File: config.mk
export PLATFORM = sky130hd
export DESIGN_NAME = sonar_frame_receiver_flat
export DESIGN_NICKNAME = d
export VERILOG_FILES = /design/src/hdl/sfr_pkg.sv /design/src/hdl/sfr_if.sv /design/src/hdl/sfr_in_reg.sv /design/src/hdl/sfr_parser.sv /design/src/hdl/sfr_out_reg.sv /design/src/hdl/sonar_frame_receiver.sv /design/src/flat_wrapper.sv
export VERILOG_INCLUDE_DIRS = /design/src /design/src/hdl
export SDC_FILE = /design/constraint.sdc
export NUM_CORES = 1
export LEC_CHECK = 0
export BUFFER_PORTS_ARGS = -buffer_cell sky130_fd_sc_hd__buf_2
export CAP_MARGIN = 20
export CORE_ASPECT_RATIO = 2
export CORE_MARGIN = 5
export CORE_UTILIZATION = 59
export DETAILED_ROUTE_END_ITERATION = 16
export PLACE_DENSITY = 0.79
export SLEW_MARGIN = 15
export SYNTH_ARGS = -nofsm -noshare
export SYNTH_HDL_FRONTEND = slang
export SYNTH_SLANG_ARGS = --single-unit
File: constraint.sdc
create_clock -name clk -period 5.8 [get_ports clk]
set_clock_uncertainty 0.05 [all_clocks]
set_input_delay 0.58 -clock clk [delete_from_list [all_inputs] [get_ports clk]]
set_output_delay 0.58 -clock clk [all_outputs]
set_load 0.005 [all_outputs]
File: src/hdl/sonar_frame_receiver_macros.svh
// assertion macros shared by the receiver
`ifndef SONAR_FRAME_RECEIVER_MACROS_SVH
`define SONAR_FRAME_RECEIVER_MACROS_SVH

// same-cycle implication, checked out of reset
`define SFR_ASSERT_NOW(label, ante, cons, msg) \
  label: assert property (@(posedge clk) disable iff (!rst_n) (ante) |-> (cons)) \
    else $error(msg);

// next-cycle implication, checked out of reset
`define SFR_ASSERT_NEXT(label, ante, cons, msg) \
  label: assert property (@(posedge clk) disable iff (!rst_n) (ante) |=> (cons)) \
    else $error(msg);

`endif

File: src/hdl/sfr_pkg.sv
`default_nettype none
package sfr_pkg;

  localparam int unsigned MAX_PAYLOAD = 1024;
  localparam int unsigned POS_W       = $clog2(MAX_PAYLOAD + 1);
  localparam int unsigned DIST_BYTES  = 4;

  localparam logic [7:0]  START_B = 8'h42;
  localparam logic [7:0]  START_R = 8'h52;
  localparam logic [15:0] DIST_ID = 16'h04BB;

  localparam logic [1:0] STATUS_GOOD    = 2'd0;
  localparam logic [1:0] STATUS_BAD_SUM = 2'd1;
  localparam logic [1:0] STATUS_TOO_BIG = 2'd2;

  typedef struct packed {
    logic       vld;
    logic [7:0] data;
  } sfr_beat_t;

  typedef struct packed {
    logic        vld;
    logic [1:0]  frame_status;
    logic [15:0] message_id;
    logic        is_distance_simple;
    logic [31:0] distance_mm;
    logic [7:0]  confidence;
  } sfr_result_t;

endpackage
`default_nettype wire

File: src/hdl/sfr_if.sv
`default_nettype none
interface sfr_in_if;
  logic       valid;
  logic       ready;
  logic [7:0] rx_byte;

  modport source (output valid, output rx_byte, input ready);
  modport sink (input valid, input rx_byte, output ready);
endinterface

interface sfr_out_if;
  logic        valid;
  logic        ready;
  logic [1:0]  frame_status;
  logic [15:0] message_id;
  logic        is_distance_simple;
  logic [31:0] distance_mm;
  logic [7:0]  confidence;

  modport source (
    output valid, output frame_status, output message_id,
    output is_distance_simple, output distance_mm, output confidence,
    input ready
  );
  modport sink (
    input valid, input frame_status, input message_id,
    input is_distance_simple, input distance_mm, input confidence,
    output ready
  );
endinterface
`default_nettype wire

File: src/hdl/sfr_in_reg.sv
`default_nettype none
module sfr_in_reg (
  input  wire logic              clk,
  input  wire logic              rst_n,
  sfr_in_if.sink                 in_ch,
  input  wire logic              take,
  output sfr_pkg::sfr_beat_t     beat
);
  import sfr_pkg::*;

  logic       vld_r;
  logic       vld_nxt;
  logic [7:0] data_r;
  logic       load;

  assign in_ch.ready = !vld_r || take;
  assign load        = in_ch.valid && in_ch.ready;

  always_comb begin
    vld_nxt = vld_r;
    if (load) begin
      vld_nxt = 1'b1;
    end else if (take) begin
      vld_nxt = 1'b0;
    end
  end

  always_ff @(posedge clk) begin
    if (!rst_n) begin
      vld_r <= 1'b0;
    end else begin
      vld_r <= vld_nxt;
    end
  end

  always_ff @(posedge clk) begin
    if (load) begin
      data_r <= in_ch.rx_byte;
    end
  end

  assign beat.vld  = vld_r;
  assign beat.data = data_r;

endmodule
`default_nettype wire

File: src/hdl/sfr_parser.sv
`default_nettype none
module sfr_parser (
  input  wire logic               clk,
  input  wire logic               rst_n,
  input  wire sfr_pkg::sfr_beat_t beat,
  input  wire logic               out_free,
  output logic                    take,
  output sfr_pkg::sfr_result_t    res
);
  import sfr_pkg::*;

  typedef enum logic [3:0] {
    PH_HUNT, PH_R, PH_LEN_LO, PH_LEN_HI, PH_ID_LO, PH_ID_HI,
    PH_SRC, PH_DST, PH_PAYLOAD, PH_CK_LO, PH_CK_HI
  } phase_t;

  phase_t           phase_r, phase_nxt;
  logic [POS_W-1:0] pos_r, pos_nxt;
  logic [POS_W-1:0] len_r, len_nxt;
  logic [7:0]       len_lo_r, len_lo_nxt;
  logic [15:0]      sum_r, sum_nxt;
  logic [7:0]       ck_lo_r, ck_lo_nxt;
  logic [15:0]      id_r, id_nxt;
  logic [31:0]      dist_r, dist_nxt;
  logic [7:0]       conf_r, conf_nxt;

  logic [7:0]       b;
  logic [15:0]      sum_add;
  logic [15:0]      full_len;
  logic [POS_W-1:0] pos_inc;
  logic             start_c;
  logic             emit_c;
  logic             fields_c;
  logic [1:0]       status_c;
  logic             dist_c;

  assign b        = beat.data;
  assign sum_add  = sum_r + {8'h00, b};
  assign full_len = {b, len_lo_r};
  assign pos_inc  = pos_r + POS_W'(1);

  always_comb begin
    phase_nxt  = phase_r;
    pos_nxt    = pos_r;
    len_nxt    = len_r;
    len_lo_nxt = len_lo_r;
    sum_nxt    = sum_r;
    ck_lo_nxt  = ck_lo_r;
    id_nxt     = id_r;
    dist_nxt   = dist_r;
    conf_nxt   = conf_r;
    start_c    = 1'b0;
    emit_c     = 1'b0;
    fields_c   = 1'b0;
    status_c   = STATUS_GOOD;
    case (phase_r)
      PH_HUNT: begin
        start_c = (b == START_B);
      end
      PH_R: begin
        if (b == START_R) begin
          sum_nxt   = sum_add;
          phase_nxt = PH_LEN_LO;
        end else if (b == START_B) begin
          start_c = 1'b1;
        end else begin
          phase_nxt = PH_HUNT;
        end
      end
      PH_LEN_LO: begin
        len_lo_nxt = b;
        sum_nxt    = sum_add;
        phase_nxt  = PH_LEN_HI;
      end
      PH_LEN_HI: begin
        sum_nxt = sum_add;
        if (full_len > 16'(MAX_PAYLOAD)) begin
          phase_nxt = PH_HUNT;
          emit_c    = 1'b1;
          status_c  = STATUS_TOO_BIG;
        end else begin
          len_nxt   = full_len[POS_W-1:0];
          phase_nxt = PH_ID_LO;
        end
      end
      PH_ID_LO: begin
        id_nxt    = {8'h00, b};
        sum_nxt   = sum_add;
        phase_nxt = PH_ID_HI;
      end
      PH_ID_HI: begin
        id_nxt    = {b, id_r[7:0]};
        sum_nxt   = sum_add;
        phase_nxt = PH_SRC;
      end
      PH_SRC: begin
        sum_nxt   = sum_add;
        phase_nxt = PH_DST;
      end
      PH_DST: begin
        sum_nxt   = sum_add;
        pos_nxt   = '0;
        phase_nxt = (len_r == '0) ? PH_CK_LO : PH_PAYLOAD;
      end
      PH_PAYLOAD: begin
        sum_nxt = sum_add;
        if (pos_r < POS_W'(DIST_BYTES)) begin
          case (pos_r[1:0])
            2'd0:    dist_nxt[7:0]   = b;
            2'd1:    dist_nxt[15:8]  = b;
            2'd2:    dist_nxt[23:16] = b;
            default: dist_nxt[31:24] = b;
          endcase
        end
        conf_nxt = b;
        pos_nxt  = pos_inc;
        if (pos_inc >= len_r) begin
          phase_nxt = PH_CK_LO;
        end
      end
      PH_CK_LO: begin
        ck_lo_nxt = b;
        phase_nxt = PH_CK_HI;
      end
      PH_CK_HI: begin
        phase_nxt = PH_HUNT;
        emit_c    = 1'b1;
        fields_c  = 1'b1;
        status_c  = ({b, ck_lo_r} == sum_r) ? STATUS_GOOD : STATUS_BAD_SUM;
      end
      default: begin
        phase_nxt = PH_HUNT;
      end
    endcase
    // a start byte seen while hunting or in PH_R opens a fresh frame
    if (start_c) begin
      phase_nxt = PH_R;
      sum_nxt   = {8'h00, START_B};
      pos_nxt   = '0;
      len_nxt   = '0;
      ck_lo_nxt = '0;
      id_nxt    = '0;
      dist_nxt  = '0;
      conf_nxt  = '0;
    end
  end

  assign take   = beat.vld && (!emit_c || out_free);
  assign dist_c = fields_c && (id_r == DIST_ID);

  assign res.vld                = beat.vld && emit_c;
  assign res.frame_status       = status_c;
  assign res.message_id         = fields_c ? id_r : 16'h0000;
  assign res.is_distance_simple = dist_c;
  assign res.distance_mm        = dist_c ? dist_r : 32'h0000_0000;
  assign res.confidence         = dist_c ? conf_r : 8'h00;

  always_ff @(posedge clk) begin
    if (!rst_n) begin
      phase_r  <= PH_HUNT;
      pos_r    <= '0;
      len_r    <= '0;
      len_lo_r <= '0;
      sum_r    <= '0;
      ck_lo_r  <= '0;
      id_r     <= '0;
      dist_r   <= '0;
      conf_r   <= '0;
    end else if (take) begin
      phase_r  <= phase_nxt;
      pos_r    <= pos_nxt;
      len_r    <= len_nxt;
      len_lo_r <= len_lo_nxt;
      sum_r    <= sum_nxt;
      ck_lo_r  <= ck_lo_nxt;
      id_r     <= id_nxt;
      dist_r   <= dist_nxt;
      conf_r   <= conf_nxt;
    end
  end

endmodule
`default_nettype wire

File: src/hdl/sfr_out_reg.sv
`default_nettype none
module sfr_out_reg (
  input  wire logic                 clk,
  input  wire logic                 rst_n,
  input  wire sfr_pkg::sfr_result_t res,
  output logic                      out_free,
  sfr_out_if.source                 out_ch
);
  import sfr_pkg::*;

  logic        vld_r;
  logic        vld_nxt;
  sfr_result_t data_r;
  logic        load;

  assign out_free = !vld_r || out_ch.ready;
  assign load     = res.vld && out_free;

  always_comb begin
    vld_nxt = vld_r;
    if (out_free) begin
      vld_nxt = res.vld;
    end
  end

  always_ff @(posedge clk) begin
    if (!rst_n) begin
      vld_r <= 1'b0;
    end else begin
      vld_r <= vld_nxt;
    end
  end

  always_ff @(posedge clk) begin
    if (load) begin
      data_r <= res;
    end
  end

  assign out_ch.valid              = vld_r;
  assign out_ch.frame_status       = data_r.frame_status;
  assign out_ch.message_id         = data_r.message_id;
  assign out_ch.is_distance_simple = data_r.is_distance_simple;
  assign out_ch.distance_mm        = data_r.distance_mm;
  assign out_ch.confidence         = data_r.confidence;

endmodule
`default_nettype wire

File: src/hdl/sonar_frame_receiver.sv
// channel   direction  beat contents
// in_ch     input      rx_byte
// out_ch    output     frame_status, message_id, is_distance_simple,
//                      distance_mm, confidence
//
// one byte per cycle sustained unless out_ch stalls on a frame-closing byte
// input register, one parser state update, output register
// rst_n is synchronous: parser back to hunting, both registers empty
// a stalled out_ch only holds the parser on a byte that closes a frame
`default_nettype none
`include "sonar_frame_receiver_macros.svh"
module sonar_frame_receiver (
  input wire logic clk,
  input wire logic rst_n,
  sfr_in_if.sink   in_ch,
  sfr_out_if.source out_ch
);
  import sfr_pkg::*;

  sfr_beat_t   beat;
  sfr_result_t res;
  logic        take;
  logic        out_free;

  sfr_in_reg u_in_reg (
    .clk   (clk),
    .rst_n (rst_n),
    .in_ch (in_ch),
    .take  (take),
    .beat  (beat)
  );

  sfr_parser u_parser (
    .clk      (clk),
    .rst_n    (rst_n),
    .beat     (beat),
    .out_free (out_free),
    .take     (take),
    .res      (res)
  );

  sfr_out_reg u_out_reg (
    .clk      (clk),
    .rst_n    (rst_n),
    .res      (res),
    .out_free (out_free),
    .out_ch   (out_ch)
  );

  `SFR_ASSERT_NOW(a_dist_flag, out_ch.valid,
    out_ch.is_distance_simple == (out_ch.message_id == DIST_ID),
    "distance flag disagrees with message id")
  `SFR_ASSERT_NOW(a_too_big_clear, out_ch.valid && out_ch.frame_status == STATUS_TOO_BIG,
    out_ch.message_id == 16'h0000 && out_ch.distance_mm == 32'h0000_0000,
    "oversize frame result carries fields")
  `SFR_ASSERT_NOW(a_no_stall_loss, res.vld && !out_free, !take,
    "result dropped while output stage full")
  `SFR_ASSERT_NEXT(a_take_loads, res.vld && take, out_ch.valid,
    "result not loaded into output stage")

endmodule
`default_nettype wire
File: src/flat_wrapper.sv
// flat-port wrapper written by rule: the top's interface ports become plain ports
module sonar_frame_receiver_flat import sfr_pkg::*;
  (clk, rst_n, in_ch_valid, in_ch_rx_byte, in_ch_ready, out_ch_valid, out_ch_frame_status, out_ch_message_id, out_ch_is_distance_simple, out_ch_distance_mm, out_ch_confidence, out_ch_ready);
  sfr_in_if in_ch_i ();
  sfr_out_if out_ch_i ();
  input wire logic clk;
  input wire logic rst_n;
  input wire logic [$bits(in_ch_i.valid)-1:0] in_ch_valid;
  input wire logic [$bits(in_ch_i.rx_byte)-1:0] in_ch_rx_byte;
  output wire logic [$bits(in_ch_i.ready)-1:0] in_ch_ready;
  output wire logic [$bits(out_ch_i.valid)-1:0] out_ch_valid;
  output wire logic [$bits(out_ch_i.frame_status)-1:0] out_ch_frame_status;
  output wire logic [$bits(out_ch_i.message_id)-1:0] out_ch_message_id;
  output wire logic [$bits(out_ch_i.is_distance_simple)-1:0] out_ch_is_distance_simple;
  output wire logic [$bits(out_ch_i.distance_mm)-1:0] out_ch_distance_mm;
  output wire logic [$bits(out_ch_i.confidence)-1:0] out_ch_confidence;
  input wire logic [$bits(out_ch_i.ready)-1:0] out_ch_ready;
  assign in_ch_i.valid = in_ch_valid;
  assign in_ch_i.rx_byte = in_ch_rx_byte;
  assign in_ch_ready = in_ch_i.ready;
  assign out_ch_valid = out_ch_i.valid;
  assign out_ch_frame_status = out_ch_i.frame_status;
  assign out_ch_message_id = out_ch_i.message_id;
  assign out_ch_is_distance_simple = out_ch_i.is_distance_simple;
  assign out_ch_distance_mm = out_ch_i.distance_mm;
  assign out_ch_confidence = out_ch_i.confidence;
  assign out_ch_i.ready = out_ch_ready;
  sonar_frame_receiver u_core (.clk(clk), .rst_n(rst_n), .in_ch(in_ch_i), .out_ch(out_ch_i));
endmodule
* After elaboration in Yosys (flattened, before gate mapping)
Cells that the tools add are included.
** Word-level totals
- Flip-flop bits (word level) :: 183
- Output and inout bits :: 61
- Word-level logic and storage cells :: 129
** Operators by class
- Add/subtract/negate cells :: 2
- Order comparisons :: 3
- Equality and inequality tests :: 23
- Multiplexer cells :: 39
- Reductions and logical operators :: 41
** Operators by type and width (count)
- 32-bit two-way mux :: 3
- 8-bit two-way mux :: 8
- 16-bit case mux with 2 select lines :: 2
- 16-bit two-way mux :: 3
- 11-bit two-way mux :: 4
- 4-bit case mux with 10 select lines :: 1
- 11-bit case mux with 2 select lines :: 1
- 4-bit AND reduction :: 5
- 2-bit nonzero test :: 9
- 16-bit by 8-bit adder with 16-bit output :: 1
- 16-bit by 11-bit equality test with 1-bit output (second input constant) :: 1
- 16-bit equality test :: 1
- 4-bit by 3-bit equality test with 1-bit output (second input constant) :: 4
- 8-bit by 7-bit equality test with 1-bit output (second input constant) :: 2
- 16-bit by 11-bit greater-than comparator with 1-bit output (second input constant) :: 1
- 4-bit two-way mux :: 4
- 4-bit equality test (second input constant) :: 3
- 11-bit by 1-bit adder with 11-bit output (second input constant) :: 1
- 11-bit >= comparator :: 1
- 11-bit zero test :: 1
- 11-bit by 3-bit < comparator with 1-bit output (second input constant) :: 1
- 2-bit AND reduction :: 5
- 3-bit AND reduction :: 3
- 3-bit nonzero test :: 3
- other kinds (20) :: 40

* Depth between registers and ports, before layout
- Word-level depth :: 9
- Depth in mapped cells :: 13
- Gate-level depth less buffers :: 12

* Modules after synthesis
Synthesis repeated with hierarchy kept, for this count alone.
** Unflattened totals
- Cells, all modules :: 797
- Area total of the unflattened synthesis :: 8410.6 sq um
** By module, submodules not included
- sfr_parser :: times used 1, cells each 719, area an instance 6276.0 sq um, seq. area each 2282.2 sq um
- sfr_out_reg :: times used 1, cells each 64, area an instance 1829.3 sq um, seq. area each 1791.7 sq um
- sfr_in_reg :: times used 1, cells each 14, area an instance 305.3 sq um, seq. area each 260.2 sq um

* Worst setup path before layout
No wires, ideal clock.
- Path type :: register -> register
- Start point :: reg u_core.u_parser.phase_r[3]
- End point :: reg u_core.u_out_reg.data_r (netlist bit u_core.u_out_reg.out_ch.confidence[0]), enable pin
- Arrival time :: 3716 ps
- Setup slack :: 1558 ps
- Cell stages (with the launch flop) :: 5
- Buffers on the path :: 0
- Clock period less this slack :: 4242 ps
- Cell sequence :: dfxtp_1 -> nor4bb_1 -> a21boi_0 -> o21ai_0 -> nor2_1
** Between the ends
- Word-level cells in the longest chain between the ends :: 4
- Elaborated cells on any way between the ends :: 5
** Ends and longest elaborated chain
- from (decl) :: RTL line sfr_parser.sv:17 : phase_t phase_r, phase_nxt;
- from (signal assigned) :: RTL line sfr_parser.sv:170 : phase_r <= phase_nxt;
- 4-bit equality test / 4-bit by 2-bit equality test with 1-bit output (equally long branches) :: RTL line sfr_parser.sv:56 : case (phase_r)
- 1-bit case mux with 2 select lines (*) :: RTL line sfr_parser.sv:56
- 1-bit logical AND (*) :: RTL line sfr_parser.sv:151 : assign res.vld = beat.vld && emit_c;
- 1-bit logical AND (*) :: RTL line sfr_out_reg.sv:17 : assign load = res.vld && out_free;
- net u_core.u_out_reg.load :: RTL line sfr_out_reg.sv:14 : logic load;
- to (signal assigned) :: RTL line sfr_out_reg.sv:36 : data_r <= res;
- to (decl) :: RTL line sfr_out_reg.sv:13 : sfr_result_t data_r;
Mark *: on every way through the listed nets, which the timed path passes. The rest lies on a longest branch.
A chain may end at the register's enable or synchronous reset.

* Worst setup path after layout
- Start point :: reg u_core.u_in_reg.data_r[0]
- End point :: out in_ch_ready
** Between the ends
- Word-level cells in the longest chain between the ends :: 7
** Ends and longest elaborated chain
- from (decl) :: RTL line sfr_in_reg.sv:13 : logic [7:0] data_r;
- from (signal assigned) :: RTL line sfr_in_reg.sv:38 : data_r <= in_ch.rx_byte;
- 16-bit by 11-bit greater-than comparator with 1-bit output :: RTL line sfr_parser.sv:77 : if (full_len > 16'(MAX_PAYLOAD)) begin
- 1-bit two-way mux :: RTL line sfr_parser.sv:77
- 1-bit case mux with 2 select lines :: RTL line sfr_parser.sv:56
- 1-bit zero test :: RTL line sfr_parser.sv:148 : assign take = beat.vld && (!emit_c || out_free);
- 1-bit logical OR :: RTL line sfr_parser.sv:148
- 1-bit logical AND :: RTL line sfr_parser.sv:148
- 1-bit logical OR :: RTL line sfr_in_reg.sv:16 : assign in_ch.ready = !vld_r || take;
- to (decl) :: RTL line flat_wrapper.sv:10 : output wire logic [$bits(in_ch_i.ready)-1:0] in_ch_ready;
No other way between the ends.

==> impl_metrics.env <==
export IMPL_outcome="completed"
export IMPL_placed_cell_area_sq_um=8733
export IMPL_finalSetupTns_ns=0
export IMPL_cts_setup_buffers=0
export IMPL_slew_violations=0
export IMPL_slowest_stage="edfxtp_1"
export IMPL_die_area_sq_um=16590
export IMPL_post_route_util_pct=67.68
export IMPL_finalPower_mw=2.538
export IMPL_drv_cap=0
export IMPL_hold_depth=1
export IMPL_antenna_found_initial=0
export IMPL_grt_max_degree=86
export IMPL_rr_endpoint="u_core.u_in_reg.data_r[6]"
export IMPL_slew_headroom_pct=36.93
export IMPL_rows=61
export IMPL_ir_drop_mv=0.2158
export IMPL_r2r_slack_ns=2.13
export IMPL_seqPwrFrac_pct=53.1
export IMPL_critical_path_max_stage_delay_ns=0.63
export IMPL_vias=6323
export IMPL_grt_overflow_total=0
export IMPL_synth_nets=847
export IMPL_rsz0062_at_grt="false"
export IMPL_synth_ff_type="dfxtp_1"
export IMPL_htreeDepth=4
export IMPL_path_cells="or4_4 -> o41ai_4 -> a21boi_0 -> o21ai_0 -> nor2_1 -> inv_1 -> buf_2"
export IMPL_syn_area_sq_um=8252
export IMPL_numCtsBuffers=17
export IMPL_worstPathRequired_ns=5.17
export IMPL_syn_to_final_growth_pct=13.30
export IMPL_clk_pin_slew_ns=0.07
export IMPL_async_flop_share_pct=0
export IMPL_final_hold_violation_count=0
export IMPL_grt_pass1_wl_mm=32.62
export IMPL_ctsResizeCount=0
export IMPL_cts_tree="done"
export IMPL_synth_edf_count=67
export IMPL_post_route_min_period_ns=3.946
export IMPL_final_nets=900
export IMPL_hold_slack_ns=0.2667
export IMPL_drt_met1_wl_mm=7.272
export IMPL_grt_total_usage_pct=25.38
export IMPL_power_density_nw_per_um2=271.5
export IMPL_tightest_slew_ns=0.9388
export IMPL_postRouteAntennaNets=0
export IMPL_place_hpwl_mm=14.58
export IMPL_pin_count=73
export IMPL_synthCells=810
export IMPL_synth_cell_types=62
export IMPL_cts_hold_buffers=0
export IMPL_grt_pass1_vias=6305
export IMPL_fmax_ghz=0.2534
export IMPL_clock_latency_ns=0.43
export IMPL_path_delay_family="compound AO/OA/AOI/OAI gates"
export IMPL_min_path_type="primary input to register"
export IMPL_layout_commonest_cell="dfxtp_1"
export IMPL_met3_length_microns=751
export IMPL_portBuffers=72
export IMPL_cts_root_buffer="clkbuf_16"
export IMPL_ys_seq_area_share_pct=52.52
export IMPL_synth_seq_cells=183
export IMPL_finalSetupViolCount=0
export IMPL_critical_path_class="register to primary output"
export IMPL_internal_power_mw=1.924
export IMPL_dr_pass1_iters=5
export IMPL_r2r_worst_path_cells=6
export IMPL_hp_start="in_ch_rx_byte[0]"
export IMPL_dpl_cell_count=1031
export IMPL_dr_first_iter_drc_count=444
export IMPL_diodes=0
export IMPL_place_ws_ns=2.219
export IMPL_drive_gt1_share_pct=15.18
export IMPL_swShare_pct=24.21
export IMPL_cts_buffer_depth=2
export IMPL_arrival_ns=3.32
export IMPL_cp_end_kind="primary output"
export IMPL_finalNonFillerCells=1065
export IMPL_via_per_inst=5.937
export IMPL_post_drt_wl_per_cell_microns=18.88
export IMPL_fin_ws_ns=1.854
export IMPL_power_frac_clock_pct=44.2
export IMPL_critPathLaunchType="register"
export IMPL_avgSynthCellArea_sq_um=10.19
export IMPL_yosys_warnings=0
export IMPL_cts_sinks=183
export IMPL_worstPathMaxFanout=11
export IMPL_start_util_pct=59.73
export IMPL_r2r_start="u_core.u_in_reg.data_r[0]"
export IMPL_drc=0
export IMPL_die_w_microns=93.63
export IMPL_drt_wl_total_mm=20.11
export IMPL_core_area_sq_um=13810
export IMPL_final_cell_mix="116 x dfxtp_1, 99 x nand2_1, 72 x buf_2, 67 x edfxtp_1, 59 x and2_1"
export IMPL_gp_congestion=0.9731
export IMPL_wl_met2_mm=10.86
export IMPL_finalCritPeriodShare_pct=68.04
export IMPL_power_leakage_nw=3.765
export IMPL_holdPathEnd="u_core.u_in_reg.data_r[0]"
export IMPL_fp_dieH_microns=177.2
export IMPL_power_frac_comb_pct=2.6
export IMPL_fin_area_sq_um=9349
export IMPL_p_switching_mw=0.6145
export IMPL_crit_buf_inv=2
export IMPL_top_layer="met4"
==> synth_stat cells, types with 6 or more instances <==
| cell type | n | share of area [%] |
|---|---|---|
| a21oi_1 | 35 | 2.1 |
| nand2_1 | 99 | 4.5 |
| dfxtp_1 | 116 | 28 |
| clkbuf_1 | 41 | 1.9 |
| a22oi_1 | 8 | 0.73 |
| inv_1 | 23 | 1.0 |
| nand3_1 | 18 | 1.1 |
| edfxtp_1 | 67 | 24 |
| xnor2_1 | 23 | 2.4 |
| nor2_1 | 39 | 1.8 |
| a22o_1 | 8 | 0.85 |
| and2_1 | 59 | 4.5 |
| or4_1 | 9 | 0.82 |
| nand4_1 | 33 | 2.5 |
| nor3_1 | 13 | 0.79 |
| nor4_1 | 6 | 0.45 |
| ha_1 | 24 | 3.6 |
| nand2b_1 | 10 | 0.76 |
| mux2i_1 | 44 | 5.3 |
| o31ai_1 | 16 | 1.5 |
| o21ai_0 | 31 | 1.9 |
==> sequential cells by signal, summed over array words and instances (netlist names), 11 cells and up <==
name and cells:
u_core.u_parser.sum_r 16, u_core.u_out_reg.out_ch.distance_mm 32, u_core.u_parser.dist_r 32, u_core.u_parser.len_r 11, u_core.u_out_reg.out_ch.message_id 16, u_core.u_parser.id_r 16
u_core.u_parser.pos_r 11
==> power by group through the flow <==
stage                     Sequential (mW)  Combinational [mW]  Clock, mW
after floorplan                      1.36              0.0576          0
after global placement               1.38              0.0645          0
after detailed placement             1.38              0.0656          0
after CTS                            1.35              0.0658       1.13
after global routing                 1.35              0.0723       1.19
final                                1.35              0.0668       1.12
==> layout make-up <==
class	count	area, sq um
inverters	23	86.33
repair buffers	83	446.7
flip-flops and latches	183	4334
fillers	1064	4466
multi-input cells	555	3662
clock inverters	14	153.9
clock buffers	18	429.2
well taps	189	236.5
==> metal layers <==
metal | vias up | global-route usage [%]
li1 | 3024 | -
met1 | 3029 | 26.21
met2 | 194 | 46.79
met3 | 76 | 4.128
met4 | 0 | 15.25
met5 | - | 0
==> kinds of logic (layout without fill, tap and decap cells) <==
logic type | after synthesis | in the layout | synth area share [%]
flops | 183 | 183 | 52.52
buf+inv | 72 | 138 | 3.457
mux | 44 | 44 | 5.337
compound gates | 143 | 143 | 11.69
simple gates | 315 | 315 | 20.14
fa+ha+maj | 25 | 25 | 3.882
xor+xnor | 28 | 28 | 2.972
==> how the worst max path moves through the flow <==
| stage | end | cells past startpoint | slack (ns) | startpoint |
|---|---|---|---|---|
| after CTS | in_ch_ready | 7 | 1.92 | u_core.u_in_reg.data_r[0] |
| after floorplan | u_core.u_out_reg.out_ch.confidence[0] | 4 | 1.56 | u_core.u_parser.phase_r[3] |
| after global routing | in_ch_ready | 7 | 1.77 | u_core.u_in_reg.data_r[0] |
| after detailed placement | u_core.u_in_reg.data_r[4] | 6 | 2.22 | u_core.u_in_reg.data_r[0] |
| final | in_ch_ready | 7 | 1.85 | u_core.u_in_reg.data_r[0] |
| after global placement | u_core.u_in_reg.data_r[6] | 6 | 2.24 | u_core.u_in_reg.data_r[0] |
Power figures use the tool's default switching activity.
